File: src/rtl/core/hsv_to_rgb_converter_defines.svh
// Assertion macros shared by the HSV to RGB converter RTL.
`ifndef HSV_TO_RGB_CONVERTER_DEFINES_SVH
`define HSV_TO_RGB_CONVERTER_DEFINES_SVH

`ifndef SYNTHESIS

// Checks a property on every rising clock edge outside of reset.
`define HSV2RGB_ASSERT(label, clk, rst_n, prop, msg) \
    label: assert property (@(posedge clk) disable iff (!rst_n) prop) else $error(msg);

// Checks a property on every rising clock edge, reset included.
`define HSV2RGB_ASSERT_ALWAYS(label, clk, prop, msg) \
    label: assert property (@(posedge clk) prop) else $error(msg);

`else

`define HSV2RGB_ASSERT(label, clk, rst_n, prop, msg)
`define HSV2RGB_ASSERT_ALWAYS(label, clk, prop, msg)

`endif

`endif

File: src/rtl/core/hsv2rgb_pkg.sv
// Shared types for the HSV to RGB converter.
package hsv2rgb_pkg;

    localparam int SECTOR_BITS = 3;

    // Hue sectors of the color circle, one per sixth.
    typedef enum logic [SECTOR_BITS-1:0] {
        SEC_RED_YELLOW     = 3'd0,
        SEC_YELLOW_GREEN   = 3'd1,
        SEC_GREEN_CYAN     = 3'd2,
        SEC_CYAN_BLUE      = 3'd3,
        SEC_BLUE_MAGENTA   = 3'd4,
        SEC_MAGENTA_RED    = 3'd5
    } sector_t;

endpackage

File: src/rtl/core/hsv2rgb_hsv_if.sv
// Valid/ready channel carrying one HSV pixel.
interface hsv2rgb_hsv_if #(
    parameter int W = 8
);
    logic         valid;
    logic         ready;
    logic [W-1:0] hue;
    logic [W-1:0] saturation;
    logic [W-1:0] brightness;

    modport source (
        output valid,
        output hue,
        output saturation,
        output brightness,
        input  ready
    );

    modport sink (
        input  valid,
        input  hue,
        input  saturation,
        input  brightness,
        output ready
    );
endinterface

File: src/rtl/core/hsv2rgb_rgb_if.sv
// Valid/ready channel carrying one RGB pixel.
interface hsv2rgb_rgb_if #(
    parameter int W = 8
);
    logic         valid;
    logic         ready;
    logic [W-1:0] red;
    logic [W-1:0] green;
    logic [W-1:0] blue;

    modport source (
        output valid,
        output red,
        output green,
        output blue,
        input  ready
    );

    modport sink (
        input  valid,
        input  red,
        input  green,
        input  blue,
        output ready
    );
endinterface

File: src/rtl/core/hsv_to_rgb_converter.sv
// Top level of the pipelined HSV to RGB pixel converter.
//
// Usage:
//   Pixels enter on the hsv channel (hue, saturation, brightness) and leave
//   on the rgb channel (red, green, blue), one result per pixel, in order.
//   Both channels use valid/ready; a transfer happens on a rising clock edge
//   with valid and ready both high.
//   The datapath has four register stages: sector split and saturation
//   products, brightness products, division by the channel maximum, and the
//   channel-order select in the output register.
//   Throughput is one pixel per clock while rgb is not stalled; the
//   multipliers in the first two stages set the clock period.
//   Each stage holds its pixel while the next stage is full and not moving,
//   so a stall on rgb backs up stage by stage and hsv.ready drops only when
//   all four stages are occupied. Empty stages are filled up during a stall.
//   Reset (rst_n low, asynchronous) empties the pipeline; there is no other
//   state and no configuration.
`include "hsv_to_rgb_converter_defines.svh"

module hsv_to_rgb_converter #(
    parameter int CHANNEL_BITS = 8
) (
    input  logic                 clk,
    input  logic                 rst_n,
    hsv2rgb_hsv_if.sink          hsv,
    hsv2rgb_rgb_if.source        rgb
);
    localparam int W = CHANNEL_BITS;

    localparam logic [W-1:0]   CH_MAX   = {W{1'b1}};
    localparam logic [W:0]     CH_ONE   = {1'b1, {W{1'b0}}};
    localparam logic [2*W-1:0] HALF_MAX = {{(W+1){1'b0}}, {(W-1){1'b1}}};
    localparam logic [2*W-1:0] DEN      = {CH_MAX, {W{1'b0}}};
    localparam logic [3*W-1:0] HALF_DEN = {{(W+1){1'b0}}, CH_MAX, {(W-1){1'b0}}};

    // Stage handshake: a stage loads when it is empty or its content moves on.
    logic s1_valid_reg, s2_valid_reg, s3_valid_reg, s4_valid_reg;
    logic s1_load, s2_load, s3_load, s4_load;

    always_comb
    begin
        s4_load = !s4_valid_reg || rgb.ready;
        s3_load = !s3_valid_reg || s4_load;
        s2_load = !s2_valid_reg || s3_load;
        s1_load = !s1_valid_reg || s2_load;
    end

    assign hsv.ready = s1_load;

    always_ff @(posedge clk or negedge rst_n)
    begin
        if (!rst_n)
        begin
            s1_valid_reg <= 1'b0;
            s2_valid_reg <= 1'b0;
            s3_valid_reg <= 1'b0;
            s4_valid_reg <= 1'b0;
        end
        else
        begin
            if (s1_load)
            begin
                s1_valid_reg <= hsv.valid;
            end
            if (s2_load)
            begin
                s2_valid_reg <= s1_valid_reg;
            end
            if (s3_load)
            begin
                s3_valid_reg <= s2_valid_reg;
            end
            if (s4_load)
            begin
                s4_valid_reg <= s3_valid_reg;
            end
        end
    end

    // Stage 1: hue * 6 splits into sector and fraction; saturation products.
    logic [W+2:0]              hue6;
    logic [W:0]                frac_rest;
    logic [2*W:0]              sat_rest_wide;
    hsv2rgb_pkg::sector_t      s1_sector_next;
    logic [2*W-1:0]            s1_sat_frac_next;
    logic [2*W-1:0]            s1_sat_rest_next;

    hsv2rgb_pkg::sector_t      s1_sector_reg;
    logic [W-1:0]              s1_sat_reg;
    logic [W-1:0]              s1_val_reg;
    logic [2*W-1:0]            s1_sat_frac_reg;
    logic [2*W-1:0]            s1_sat_rest_reg;
    logic                      s1_grey_reg;

    always_comb
    begin
        hue6             = {1'b0, hsv.hue, 2'b00} + {2'b00, hsv.hue, 1'b0};
        s1_sector_next   = hsv2rgb_pkg::sector_t'(hue6[W+2:W]);
        frac_rest        = CH_ONE - {1'b0, hue6[W-1:0]};
        s1_sat_frac_next = {{W{1'b0}}, hsv.saturation} * {{W{1'b0}}, hue6[W-1:0]};
        sat_rest_wide    = {{(W+1){1'b0}}, hsv.saturation} * {{W{1'b0}}, frac_rest};
        s1_sat_rest_next = sat_rest_wide[2*W-1:0];
    end

    always_ff @(posedge clk)
    begin
        if (s1_load)
        begin
            s1_sector_reg   <= s1_sector_next;
            s1_sat_reg      <= hsv.saturation;
            s1_val_reg      <= hsv.brightness;
            s1_sat_frac_reg <= s1_sat_frac_next;
            s1_sat_rest_reg <= s1_sat_rest_next;
            s1_grey_reg     <= (hsv.saturation == '0);
        end
    end

    // Stage 2: brightness times each factor, plus half the divisor for rounding.
    logic [W-1:0]              p_factor;
    logic [2*W-1:0]            q_factor;
    logic [2*W-1:0]            t_factor;
    logic [2*W-1:0]            s2_p_num_next;
    logic [3*W-1:0]            s2_q_num_next;
    logic [3*W-1:0]            s2_t_num_next;

    hsv2rgb_pkg::sector_t      s2_sector_reg;
    logic [W-1:0]              s2_val_reg;
    logic [2*W-1:0]            s2_p_num_reg;
    logic [3*W-1:0]            s2_q_num_reg;
    logic [3*W-1:0]            s2_t_num_reg;
    logic                      s2_grey_reg;

    always_comb
    begin
        p_factor      = CH_MAX - s1_sat_reg;
        q_factor      = DEN - s1_sat_frac_reg;
        t_factor      = DEN - s1_sat_rest_reg;
        s2_p_num_next = ({{W{1'b0}}, s1_val_reg} * {{W{1'b0}}, p_factor}) + HALF_MAX;
        s2_q_num_next = ({{(2*W){1'b0}}, s1_val_reg} * {{W{1'b0}}, q_factor}) + HALF_DEN;
        s2_t_num_next = ({{(2*W){1'b0}}, s1_val_reg} * {{W{1'b0}}, t_factor}) + HALF_DEN;
    end

    always_ff @(posedge clk)
    begin
        if (s2_load)
        begin
            s2_sector_reg <= s1_sector_reg;
            s2_val_reg    <= s1_val_reg;
            s2_p_num_reg  <= s2_p_num_next;
            s2_q_num_reg  <= s2_q_num_next;
            s2_t_num_reg  <= s2_t_num_next;
            s2_grey_reg   <= s1_grey_reg;
        end
    end

    // Stage 3: divide by the channel maximum. The q and t divisors carry an
    // extra factor 2^W, which is dropped first as a plain shift.
    logic [W-1:0]              s3_p_next;
    logic [W-1:0]              s3_q_next;
    logic [W-1:0]              s3_t_next;

    hsv2rgb_pkg::sector_t      s3_sector_reg;
    logic [W-1:0]              s3_val_reg;
    logic [W-1:0]              s3_p_reg;
    logic [W-1:0]              s3_q_reg;
    logic [W-1:0]              s3_t_reg;
    logic                      s3_grey_reg;

    hsv2rgb_div_max #(.W(W)) u_div_p (
        .num (s2_p_num_reg),
        .quo (s3_p_next)
    );

    hsv2rgb_div_max #(.W(W)) u_div_q (
        .num (s2_q_num_reg[3*W-1:W]),
        .quo (s3_q_next)
    );

    hsv2rgb_div_max #(.W(W)) u_div_t (
        .num (s2_t_num_reg[3*W-1:W]),
        .quo (s3_t_next)
    );

    always_ff @(posedge clk)
    begin
        if (s3_load)
        begin
            s3_sector_reg <= s2_sector_reg;
            s3_val_reg    <= s2_val_reg;
            s3_p_reg      <= s3_p_next;
            s3_q_reg      <= s3_q_next;
            s3_t_reg      <= s3_t_next;
            s3_grey_reg   <= s2_grey_reg;
        end
    end

    // Stage 4: the sector picks the channel order into the output register.
    logic [W-1:0] red_next, green_next, blue_next;
    logic [W-1:0] red_reg, green_reg, blue_reg;

    always_comb
    begin
        case (s3_sector_reg)
            hsv2rgb_pkg::SEC_YELLOW_GREEN:
            begin
                red_next   = s3_q_reg;
                green_next = s3_val_reg;
                blue_next  = s3_p_reg;
            end
            hsv2rgb_pkg::SEC_GREEN_CYAN:
            begin
                red_next   = s3_p_reg;
                green_next = s3_val_reg;
                blue_next  = s3_t_reg;
            end
            hsv2rgb_pkg::SEC_CYAN_BLUE:
            begin
                red_next   = s3_p_reg;
                green_next = s3_q_reg;
                blue_next  = s3_val_reg;
            end
            hsv2rgb_pkg::SEC_BLUE_MAGENTA:
            begin
                red_next   = s3_t_reg;
                green_next = s3_p_reg;
                blue_next  = s3_val_reg;
            end
            hsv2rgb_pkg::SEC_MAGENTA_RED:
            begin
                red_next   = s3_val_reg;
                green_next = s3_p_reg;
                blue_next  = s3_q_reg;
            end
            default:
            begin
                red_next   = s3_val_reg;
                green_next = s3_t_reg;
                blue_next  = s3_p_reg;
            end
        endcase
    end

    always_ff @(posedge clk)
    begin
        if (s4_load)
        begin
            red_reg   <= red_next;
            green_reg <= green_next;
            blue_reg  <= blue_next;
        end
    end

    assign rgb.valid = s4_valid_reg;
    assign rgb.red   = red_reg;
    assign rgb.green = green_reg;
    assign rgb.blue  = blue_reg;

    // Zero saturation must come out of the dividers as plain brightness.
    `HSV2RGB_ASSERT(a_grey_exact, clk, rst_n,
        (s3_valid_reg && s3_grey_reg |-> (s3_p_reg == s3_val_reg &&
            s3_q_reg == s3_val_reg && s3_t_reg == s3_val_reg)),
        "grey pixel not equal to brightness")

    // The rounded p, q and t keep the order p <= q, t <= v.
    `HSV2RGB_ASSERT(a_channel_order, clk, rst_n,
        (s3_valid_reg |-> (s3_p_reg <= s3_q_reg && s3_p_reg <= s3_t_reg &&
            s3_q_reg <= s3_val_reg && s3_t_reg <= s3_val_reg)),
        "p, q, t out of order")

    // Input back-pressure appears only when every stage holds a pixel.
    `HSV2RGB_ASSERT(a_ready_full, clk, rst_n,
        (!hsv.ready |-> (s1_valid_reg && s2_valid_reg && s3_valid_reg &&
            s4_valid_reg && !rgb.ready)),
        "input stalled with room in the pipeline")

endmodule

File: src/rtl/core/hsv2rgb_div_max.sv
// Floor division of a 2W-bit value by the channel maximum 2^W - 1.
module hsv2rgb_div_max #(
    parameter int W = 8
) (
    input  logic [2*W-1:0] num,
    output logic [W-1:0]   quo
);
    localparam logic [W:0] MAX_EXT = {1'b0, {W{1'b1}}};
    localparam logic [W:0] TWO_MAX = {{W{1'b1}}, 1'b0};

    logic [W-1:0] q_est;
    logic [W:0]   rem;
    logic [W:0]   quo_wide;

    // num = q_est * 2^W + low = q_est * (2^W - 1) + (q_est + low), and the
    // remainder estimate never exceeds twice the divisor.
    always_comb
    begin
        q_est    = num[2*W-1:W];
        rem      = {1'b0, num[W-1:0]} + {1'b0, q_est};
        quo_wide = {1'b0, q_est}
                 + {{W{1'b0}}, (rem >= MAX_EXT)}
                 + {{W{1'b0}}, (rem >= TWO_MAX)};
        quo      = quo_wide[W-1:0];
    end
endmodule

File: src/flat_wrapper.sv
// flat-port wrapper written by rule: the top's interface ports become plain ports
module hsv_to_rgb_converter_flat 
#(
    parameter int CHANNEL_BITS = 8
)
  (clk, rst_n, hsv_valid, hsv_hue, hsv_saturation, hsv_brightness, hsv_ready, rgb_valid, rgb_red, rgb_green, rgb_blue, rgb_ready);
  hsv2rgb_hsv_if #(.W((8))) hsv_i ();
  hsv2rgb_rgb_if #(.W((8))) rgb_i ();
  input  logic clk;
  input  logic rst_n;
  input wire logic [$bits(hsv_i.valid)-1:0] hsv_valid;
  input wire logic [$bits(hsv_i.hue)-1:0] hsv_hue;
  input wire logic [$bits(hsv_i.saturation)-1:0] hsv_saturation;
  input wire logic [$bits(hsv_i.brightness)-1:0] hsv_brightness;
  output wire logic [$bits(hsv_i.ready)-1:0] hsv_ready;
  output wire logic [$bits(rgb_i.valid)-1:0] rgb_valid;
  output wire logic [$bits(rgb_i.red)-1:0] rgb_red;
  output wire logic [$bits(rgb_i.green)-1:0] rgb_green;
  output wire logic [$bits(rgb_i.blue)-1:0] rgb_blue;
  input wire logic [$bits(rgb_i.ready)-1:0] rgb_ready;
  assign hsv_i.valid = hsv_valid;
  assign hsv_i.hue = hsv_hue;
  assign hsv_i.saturation = hsv_saturation;
  assign hsv_i.brightness = hsv_brightness;
  assign hsv_ready = hsv_i.ready;
  assign rgb_valid = rgb_i.valid;
  assign rgb_red = rgb_i.red;
  assign rgb_green = rgb_i.green;
  assign rgb_blue = rgb_i.blue;
  assign rgb_i.ready = rgb_ready;
  hsv_to_rgb_converter #(.CHANNEL_BITS(CHANNEL_BITS)) u_core (.clk(clk), .rst_n(rst_n), .hsv(hsv_i), .rgb(rgb_i));
endmodule
File: config.mk
export PLATFORM = sky130hd
export DESIGN_NAME = hsv_to_rgb_converter_flat
export DESIGN_NICKNAME = d
export VERILOG_FILES = /design/src/rtl/core/hsv2rgb_pkg.sv /design/src/rtl/core/hsv2rgb_hsv_if.sv /design/src/rtl/core/hsv2rgb_rgb_if.sv /design/src/rtl/core/hsv_to_rgb_converter.sv /design/src/rtl/core/hsv2rgb_div_max.sv /design/src/flat_wrapper.sv
export VERILOG_INCLUDE_DIRS = /design/src /design/src/rtl/core
export SDC_FILE = /design/constraint.sdc
export NUM_CORES = 1
export LEC_CHECK = 0
export CORE_ASPECT_RATIO = 0.8
export CORE_MARGIN = 1
export CORE_UTILIZATION = 29
export CTS_CLUSTER_DIAMETER = 120
export DETAILED_ROUTE_END_ITERATION = 12
export DONT_BUFFER_PORTS = 1
export HOLD_SLACK_MARGIN = 0.03
export PLACE_DENSITY = 0.47
export SLEW_MARGIN = 25
export SYNTH_ARGS = -nofsm -noshare
export SYNTH_HDL_FRONTEND = slang
export SYNTH_SLANG_ARGS = --single-unit
File: constraint.sdc
create_clock -name clk -period 8.4 [get_ports clk]
set_clock_uncertainty 0.15 [all_clocks]
set_input_delay 0.84 -clock clk [delete_from_list [all_inputs] [get_ports clk]]
set_output_delay 0.84 -clock clk [all_outputs]
set_load 0.01 [all_outputs]
==> impl_metrics.yaml <==
clock_network:
  cts_max_path_buffers: 2
  htreeDepth: 4
  numCtsBuffers: 17
  tritoncts: "done"
  clock_latency_ps: 470
  path_clk_slew_ps: 90
  post_cts_buffers: 0
  root_buffer: "clkbuf_16"
  cts.sinks: 170
global_route:
  grt_pass1_wl_um: 81500
  grt_overflow: 0
  grt_max_degree: 61
  first_global_vias: 15500
  grt_usage_pct: 13.5
  antenna_found_initial: 0
timing:
  tightest_slew_ps: 966
  period_minus_slack_ps: 6650
  fmax_ghz: 0.150
  setup_violations: 0
  slew_headroom_pct: 35.6
  tns_ps: 0
  finalHoldViolations: 0
  finalCritPeriodShare_pct: 79.1
  drv_slew: 0
  rsz0062_at_grt: "false"
layout:
  drive_above_1_share_pct: 3.67
  layout-area-overhead-vs-synth_pct: 8.29
  insertedDiodeCount: 0
  nets: 2705
floorplan:
  die_x_um: 308
  initial_core_util_pct: 29.4
  coreArea_um2: 73900
  rows: 89
  io_pins: 54
  fp.dieH_um: 247
  die_area_um2: 76000
yosys:
  synth_area_per_cell_um2: 9.92
  synth_compound_area_share_pct: 8.25
  ys_ff_latch: 170
  synth_area_um2: 21700
  yosysTopAreaCellShare_pct: 24.9
  synth_fp_nets: 2727
  synth_cell_type_count: 68
  yosysTopAreaCell: "fa_1"
  synth_adder_area_share_pct: 38.9
  synthSimpleGateAreaFrac_pct: 15.9
  synth-xor-area-share_pct: 5.23
  synth.most_common_cell: "inv_1"
  synth_edf_count: 166
  synth_common_cells: "inv_1 (374), fa_1 (270), ha_1 (242), nand2_1 (205), and2_1 (183)"
  yosysWarnings: 0
  async_flop_share_pct: 2.35
  synth-seq-area-share_pct: 23.4
  synth_mux_area_share_pct: 0.784
  ys.flop_type: "edfxtp_1"
  synthCells: 2187
  synth.area.top_cells: "fa_1 (25%), edfxtp_1 (23%), ha_1 (14%)"
  synth_top_family_by_area: "adder cells"
routing:
  drtPass1Iterations: 5
  avgViaCountPerCell: 4.60
  via_count: 14600
  drc_errors: 0
  drt_iter0_drc: 727
  postRouteAntennaNets: 0
  wirelength_um: 49100
  routedWlPerCell_um: 15.5
worst_setup_path:
  cp-end-kind: "register"
  path_max_fanout: 14
  startpoint_type: "register"
  cp_cell_sequence: "inv_1 > ha_1 > nand3_1 > or2_2 > nand2_1 > xor2_1 > nand2_1 > fa_1 > inv_1 > fa_1 > fa_1 > inv_1 > fa_1 > inv_1 > ha_1 > and2_1 > a221oi_1 > o21ai_0 > a221o_1 > a31oi_1 > xnor2_1"
  critPathSlowestCell: "edfxtp_1"
  r2r_start: "u_core.s1_sat_rest_reg[1]"
  crit_path_start: "u_core.s1_sat_rest_reg[1]"
  crit_arrival_ps: 6730
  critPathRequiredTime_ps: 8480
  critPathMaxStageDelay_ps: 600
  worst-setup-path-type: "reg2reg"
place:
  dp_hpwl_um: 39000
  gp_congestion: 0.813
  port_buffers: 0
run:
  drv_cap: 0
worst_hold_path:
  min_path_type: "reg2reg"
  min-delay-start: "u_core.s2_sector_reg[0]"
outcome:
  status: "finished clean"
critical path, delay by kind of cell (launching register included):
| kind | cells | cell delay (ps) |
|---|---|---|
| buffers and inverters | 4 | 340 |
| AOI/OAI and AO/OA | 4 | 1210 |
| adders and majority gates | 6 | 2590 |
| and+or+nand+nor | 5 | 930 |
| xor gates and xnor gates | 2 | 600 |
| DFF | 1 | 600 |
layer usage:
layer	up-vias	part of all wire, %	global-route usage, %
met5	-	0	0
met4	0	1.1	2.85
met3	36	3.8	2.38
met2	230	43	21.0
met1	7292	52	19.5
li1	7051	-	-
cell usage in the layout (no fill, tap or decap), drive strengths merged, types with 54 or more instances in the layout:
| master | n |
|---|---|
| a21oi | 76 |
| nand2b | 63 |
| edfxtp | 166 |
| xnor2 | 73 |
| nor2 | 65 |
| xor2 | 54 |
| and2 | 195 |
| ha | 242 |
| nand2 | 206 |
| inv | 381 |
| fa | 270 |
cells by family after synthesis:
logic type	Yosys count
AND/OR/NAND/NOR	662
adder cells (fa/ha/maj)	512
buffers and inverters	433
AO/OA/AOI/OAI	266
flip-flops	170
XOR/XNOR	127
multiplexers	17
path summary, 6_finish.rpt:
path / cells after the start / endpoint / slack, ps
max: 21 / u_core.s2_t_num_reg[21] / 1750
max in group asynchronous: 1 / u_core.s3_valid_reg / 7430
max reg2reg: 21 / u_core.s2_t_num_reg[21] / 1750
min in group asynchronous: 1 / u_core.rgb.valid / 500
min reg2reg: 0 / u_core.s3_sector_reg[0] / 270
min: 0 / u_core.s3_sector_reg[0] / 270
what timing repair did:
item	CTS	global route
resized for setup	0	0
hold endpoints to repair	4	0
hold buffers	1	0
per-stage QoR:
stage | setup slack, ps | std cells | hold slack (ps) | instance area, µm² | util (%)
final | 1750 | 3178 | 272 | 23500 | 31.8
after global routing | 1210 | 3178 | 274 | 23500 | 31.8
after global placement | 1530 | 3146 | 256 | 22900 | 30.9
after CTS | 1720 | 3178 | 273 | 23500 | 31.8
after floorplan | 2040 | 2187 | 250 | 21700 | -
after detailed placement | 1350 | 3146 | 256 | 22900 | 30.9
cell type report:
cell class / instances / area, µm²
fillers: 7713 / 50400
multi-input cells: 1584 / 15000
flip-flops and latches: 170 / 5080
inverters: 375 / 1410
well taps: 1001 / 1250
clock buffers: 17 / 425
clock inverters: 14 / 206
repair buffers: 17 / 130
Power is not shown: default switching activity piles up to over one toggle a cycle in this logic, so the estimate is an artifact.
